## config.mk

```make
export PLATFORM = sky130hd
export DESIGN_NAME = extended_float_add
export DESIGN_NICKNAME = d
export VERILOG_FILES = /design/src/rtl/efa_pkg.sv /design/src/rtl/efa_norm.sv /design/src/rtl/extended_float_add.sv
export SDC_FILE = /design/constraint.sdc
export NUM_CORES = 1
export LEC_CHECK = 0
export BUFFER_PORTS_ARGS = -buffer_cell sky130_fd_sc_hd__buf_2
export CAP_MARGIN = 20
export CORE_MARGIN = 3
export CORE_UTILIZATION = 25
export DETAILED_ROUTE_END_ITERATION = 12
export GPL_ROUTABILITY_DRIVEN = 0
export RECOVER_POWER = 50
export SLEW_MARGIN = 20
export SYNTH_ARGS = -nofsm -noshare
export SYNTH_HDL_FRONTEND = slang
export SYNTH_SLANG_ARGS = --single-unit
export TNS_END_PERCENT = 50
```

## constraint.sdc

```tcl
create_clock -name clk -period 11.36 [get_ports clk]
set_clock_uncertainty 0.1 [all_clocks]
set_input_delay 0.568 -clock clk [delete_from_list [all_inputs] [get_ports clk]]
set_output_delay 0.568 -clock clk [all_outputs]
set_load 0.01 [all_outputs]
```

## src/rtl/efa_pkg.sv

```systemverilog
// shared types and constants for the extended float adder
package efa_pkg;

  localparam int unsigned MANT_W = 64;
  localparam int unsigned WORD_W = 16;
  localparam int unsigned EXP_W  = 15;
  localparam int unsigned LZC_W  = 7;

  typedef struct packed {
    logic [MANT_W-1:0] first_mantissa;
    logic [WORD_W-1:0] first_sign_exp;
    logic [MANT_W-1:0] second_mantissa;
    logic [WORD_W-1:0] second_sign_exp;
  } in_req_t;

  typedef struct packed {
    logic [MANT_W-1:0] sum_mantissa;
    logic [WORD_W-1:0] sum_sign_exp;
  } out_req_t;

endpackage

```

## src/rtl/efa_norm.sv

```systemverilog
// normalization stages: leading zero count then left shift
module efa_norm (
  input  logic                           clk,
  input  logic                           rst_n,
  input  logic                           vld_i,
  input  logic                           pass_i,
  input  logic [efa_pkg::MANT_W-1:0]     mag_i,
  input  logic [efa_pkg::WORD_W-1:0]     word_i,
  output logic                           vld_o,
  output efa_pkg::out_req_t              res_o
);

  logic                          vld_r;
  logic                          pass_r;
  logic [efa_pkg::MANT_W-1:0]    mag_r;
  logic [efa_pkg::WORD_W-1:0]    word_r;
  logic [efa_pkg::LZC_W-1:0]     lz_nxt;
  logic [efa_pkg::LZC_W-1:0]     lz_r;
  logic                          out_vld_r;
  efa_pkg::out_req_t             res_nxt;
  efa_pkg::out_req_t             res_r;

  // leading zero count of the magnitude
  always_comb begin
    lz_nxt = efa_pkg::LZC_W'(0);
    for (int i = 0; i < efa_pkg::MANT_W; i++) begin
      if (mag_i[i]) begin
        lz_nxt = efa_pkg::LZC_W'(efa_pkg::MANT_W - 1 - i);
      end
    end
  end

  // stage: count
  always_ff @(posedge clk) begin
    if (!rst_n) begin
      vld_r <= 1'b0;
    end else begin
      vld_r <= vld_i;
    end
    pass_r <= pass_i;
    mag_r  <= mag_i;
    word_r <= word_i;
    lz_r   <= lz_nxt;
  end

  // shift and exponent decrement, bypassed for pass-through and zero
  always_comb begin
    if (pass_r || mag_r == '0) begin
      res_nxt.sum_mantissa = mag_r;
      res_nxt.sum_sign_exp = word_r;
    end else begin
      res_nxt.sum_mantissa = mag_r << lz_r;
      res_nxt.sum_sign_exp = word_r - efa_pkg::WORD_W'(lz_r);
    end
  end

  // stage: shift
  always_ff @(posedge clk) begin
    if (!rst_n) begin
      out_vld_r <= 1'b0;
    end else begin
      out_vld_r <= vld_r;
    end
    res_r <= res_nxt;
  end

  assign vld_o = out_vld_r;
  assign res_o = res_r;

endmodule

```

## src/rtl/extended_float_add.sv

```systemverilog
// top level of the pipelined extended float adder
//
// channel | ports                       | direction | timing
// input   | start, busy, in_req         | in        | taken when start && !busy
// result  | out_valid, out_req          | out       | one cycle strobe, no stall
//
// one add enters per cycle; each result is registered in every stage below before it appears
// stages: compare/align, signed add, complement, leading zero count, shift
// busy stays low: the receiver cannot stall, so nothing backs up
// reset clears the valid bits of all stages; payload registers are not reset
module extended_float_add (
  input  logic               clk,
  input  logic               rst_n,
  input  logic               start,
  output logic               busy,
  input  efa_pkg::in_req_t   in_req,
  output logic               out_valid,
  output efa_pkg::out_req_t  out_req
);

  localparam int unsigned MW = efa_pkg::MANT_W;
  localparam int unsigned WW = efa_pkg::WORD_W;
  localparam int unsigned EW = efa_pkg::EXP_W;

  logic [EW-1:0] x1, x2, gap;
  logic          first_big;
  logic [MW-1:0] big_m, small_m;
  logic [WW-1:0] big_w, small_w;

  // stage 1 registers
  logic          s1_vld_r, s1_pass_r;
  logic [MW-1:0] s1_a_r, s1_b_r, s1_big_m_r;
  logic [WW-1:0] s1_w_r;

  // stage 2 registers
  logic          s2_vld_r, s2_pass_r;
  logic [MW-1:0] s2_sum_r;
  logic [WW-1:0] s2_w_r;

  logic [MW-1:0] mag_nxt;
  logic [WW-1:0] wd_nxt;
  logic          s3_vld_r, s3_pass_r;
  logic [MW-1:0] s3_mag_r;
  logic [WW-1:0] s3_w_r;

  assign busy = 1'b0;

  // pick the base operand and align the other
  always_comb begin
    x1        = in_req.first_sign_exp[EW-1:0];
    x2        = in_req.second_sign_exp[EW-1:0];
    first_big = x1 > x2;
    big_m     = first_big ? in_req.first_mantissa  : in_req.second_mantissa;
    big_w     = first_big ? in_req.first_sign_exp  : in_req.second_sign_exp;
    small_m   = first_big ? in_req.second_mantissa : in_req.first_mantissa;
    small_w   = first_big ? in_req.second_sign_exp : in_req.first_sign_exp;
    gap       = first_big ? x1 - x2 : x2 - x1;
  end

  // stage 1: aligned and signed operands
  always_ff @(posedge clk) begin
    if (!rst_n) begin
      s1_vld_r <= 1'b0;
    end else begin
      s1_vld_r <= start;
    end
    s1_pass_r  <= gap >= EW'(MW);
    s1_big_m_r <= big_m;
    s1_a_r     <= big_w[WW-1] ? -(big_m >> 2) : (big_m >> 2);
    s1_b_r     <= small_w[WW-1] ? -((small_m >> gap[5:0]) >> 2) : ((small_m >> gap[5:0]) >> 2);
    s1_w_r     <= big_w;
  end

  // stage 2: the add, word gets the raised exponent unless passed through
  always_ff @(posedge clk) begin
    if (!rst_n) begin
      s2_vld_r <= 1'b0;
    end else begin
      s2_vld_r <= s1_vld_r;
    end
    s2_pass_r <= s1_pass_r;
    s2_sum_r  <= s1_pass_r ? s1_big_m_r : s1_a_r + s1_b_r;
    s2_w_r    <= s1_pass_r ? s1_w_r : {1'b0, s1_w_r[EW-1:0] + EW'(2)};
  end

  // back to sign-magnitude
  always_comb begin
    mag_nxt = s2_sum_r;
    wd_nxt  = s2_w_r;
    if (!s2_pass_r) begin
      if (s2_sum_r == '0) begin
        wd_nxt = '0;
      end else if (s2_sum_r[MW-1]) begin
        mag_nxt    = -s2_sum_r;
        wd_nxt[WW-1] = 1'b1;
      end
    end
  end

  // stage 3: magnitude
  always_ff @(posedge clk) begin
    if (!rst_n) begin
      s3_vld_r <= 1'b0;
    end else begin
      s3_vld_r <= s2_vld_r;
    end
    s3_pass_r <= s2_pass_r;
    s3_mag_r  <= mag_nxt;
    s3_w_r    <= wd_nxt;
  end

  // stages 4 and 5: normalize
  efa_norm u_norm (
    .clk    (clk),
    .rst_n  (rst_n),
    .vld_i  (s3_vld_r),
    .pass_i (s3_pass_r),
    .mag_i  (s3_mag_r),
    .word_i (s3_w_r),
    .vld_o  (out_valid),
    .res_o  (out_req)
  );

endmodule

```

==> results.yml <==
global_routing:
  grt_pass1_wl_microns: 217000
  grt_pass1_vias: 34300
  grt_max_degree: 133
  grt_usage_pct: 17.7
  antenna_found_initial: 16
  grt_overflow_total: 0
finish:
  final_common_cell: "nand2_1"
  multi_input_area_sq_mm: 0.0249
  seqCellArea_sq_mm: 0.0109
  syn_to_final_growth_pct: 12.7
  drive_gt1_share_pct: 11.8
  layout_common_cells: "nand2_1, dfxtp_1, o21ai_0, nor2_1, a21oi_1"
  nFillCells: 15900
  final_cells: 6749
  final_nets: 4959
logic_synthesis:
  synth_area_sq_mm: 0.0377
  synth-seq-cells: 542
  yosys_warnings: 0
  async_reset_ff_share_pct: 0
  synth.avg_cell_area_sq_um: 8.13
  ys_seq_area_share_pct: 28.8
  synth_edf_count: 0
  synthCells: 4635
  ys.flop_type: "dfxtp_1"
  synth_nets: 4904
  ys_types: 104
timing:
  layout_min_cycle_time_ns: 8.69
  finalHoldViolCount: 0
  slew_headroom_pct: -149
  tightest_slew_ns: 3.73
  rsz0062_at_grt: "no"
  finalMaxSlewViolations: 206
  setup_violations: 0
  tns_ns: 0
  period_share_pct: 76.5
  fmaxAchievable_mhz: 115
min_path:
  min_path_type: "input port to register"
  worstHoldStart: "in_req[16]"
worst_setup_path:
  path_cells: "clkbuf_1 -> inv_1 -> ha_1 -> buf_4 -> a21oi_1 -> o21bai_1 -> o31ai_1 -> clkbuf_1 -> a21oi_1 -> buf_4 -> nor3_1 -> o32ai_1 -> a21oi_1 -> a211oi_1 -> a221oi_1 -> nand3b_1 -> nor4_2 -> and2_1 -> and3_1 -> a21oi_1 -> xor2_1"
  slowest_delay_ns: 1.90
  cp_common_cell: "a21oi_1"
  end_kind: "register"
  required_ns: 11.76
  startpoint: "in_req[3]"
  r2r_start: "u_norm.lz_r[0]"
  cp_max_fo: 67
  startpoint_type: "input port"
  cp_data_arrival_time_ns: 9.09
  slowest_stage: "a21oi_1"
  path_class: "input port to register"
routing:
  ant_nets: 0
  viasPerCell: 5.48
  totalWireLength_microns: 145000
  drtPass1Iterations: 7
  routedWlPerCell_microns: 21.5
  drt-initial-drc-count: 4804
  drc_errors: 0
  via_count: 37000
clock_network:
  ctsRootBufferMaster: "clkbuf_16"
  h-tree-depth: 2
  cts_tree: "done"
  clk_latency_ns: 0.62
  cts_made_buffers: 57
  ctsResizeCount: 0
  clock_path_buffers: 3
  ctsHoldBuffers: 2
  cts_sinks: 542
  cts_setup_buffers: 0
  clkTransAtPathRegs_ns: 0.06
placement:
  dp_cells: 6631
  hpwlAfterDp_microns: 111000
  io_buffers: 243
pwr:
  p_leak_nw: 17.4
  vdd_drop_max_v: 0.000126
  power-per-cell-area_mw_per_mm2: 206
floorplan:
  die_area_sq_mm: 0.155
  die_y_microns: 394
  core_region_area_sq_mm: 0.149
  initial_core_util_pct: 25.3
  fp.dieW_microns: 394
  io_pins: 245
  rows: 141
status:
  violations: "max-capacitance violations, max-slew violations"
  status: "finished with violations"
flow_run:
  drv_cap: 4
-- routing by layer --
layer	global-route usage, %	wire [microns]
met1	24.1	61400
met2	26.1	59000
met3	4.43	16000
met4	8.12	8380
met5	0	61
-- layout make-up --
cell class | count | area share, %
Multi-Input combinational cell | 3633 | 58.7
Sequential cell | 542 | 25.6
Tap cell | 2002 | 5.90
Clock buffer | 77 | 3.82
Timing Repair Buffer | 303 | 3.71
Inverter | 153 | 1.35
Clock inverter | 27 | 0.893
Antenna cell | 12 | 0.0707
-- cells by family (layout without fill, tap and decap cells) --
| family | Yosys count | count (layout) | share of synthesized area (%) |
|---|---|---|---|
| DFF | 542 | 542 | 28.8 |
| other | 1 | 13 | 0.00996 |
| buffers and inverters | 460 | 560 | 5.30 |
| AOI/OAI and AO/OA | 1302 | 1302 | 21.8 |
| xor gates and xnor gates | 272 | 272 | 6.33 |
| adders and majority gates | 106 | 106 | 3.60 |
| muxes | 498 | 498 | 16.6 |
| and+or+nand+nor | 1454 | 1454 | 17.5 |
-- worst paths after layout --
kind / slack [ns] / end / cells after the start
hold reg to reg: 0.22 / u_norm.word_r[11] / 0
setup reg to reg: 5.13 / u_norm.res_o[64] / 8
hold / removal: 0.05 / s1_big_m_r[0] / 3
setup / recovery: 2.67 / s1_b_r[57] / 21
-- state kept, by name (all words and copies together), names as in the netlist, 16 cells and up --
signal	flops
u_norm.res_o	80
s1_b_r	64
s1_big_m_r	64
s2_sum_r	64
s3_mag_r	64
u_norm.mag_r	64
s1_a_r	63
s1_w_r	16
s2_w_r	16
s3_w_r	16
u_norm.word_r	16
-- power breakdown --
part | total [mW] | internal (mW) | switching, mW
logic | 4.23 | 1.63 | 2.59
registers | 2.58 | 2.28 | 0.293
clock network | 1.95 | 1.19 | 0.766
-- critical path: cells and delay by family --
kind / cells / cell delay (ns)
compound gates: 9 / 4.36
xor+xnor: 1 / 0.17
fa+ha+maj: 1 / 0.29
buf+inv: 5 / 2.03
simple gates: 5 / 1.60
-- Yosys cell counts, drive strengths merged (101+ instances only) --
master  count  share of area [%]
mux2      102                3.1
nand2     644                6.4
buf       129                2.0
clkbuf    178                1.8
ha        102                3.4
xnor2     171                4.0
a21oi     307                4.1
dfxtp     542                 29
o21ai     427                5.7
nor2      352                3.5
xor2      101                2.3
mux2i     305                8.1
inv       149                1.5
-- stage by stage --
stage / utilization, % / setup slack, ns / total power [mW] / hold WS [ns] / instance area [sq um]
finish: 28.5 / 2.67 / 8.76 / 0.0466 / 42500
global placement: 27.3 / 3.76 / 6.66 / 0.212 / 40500
CTS: 28.6 / 4.39 / 8.68 / 0.000376 / 42600
global route: 28.5 / 2.32 / 9.26 / 0.0184 / 42400
detailed placement: 27.3 / 3.70 / 6.70 / 0.212 / 40500
floorplan: - / 5.83 / 5.50 / 0.210 / 37700
No activity file was read; power rests on OpenSTA's default activity.
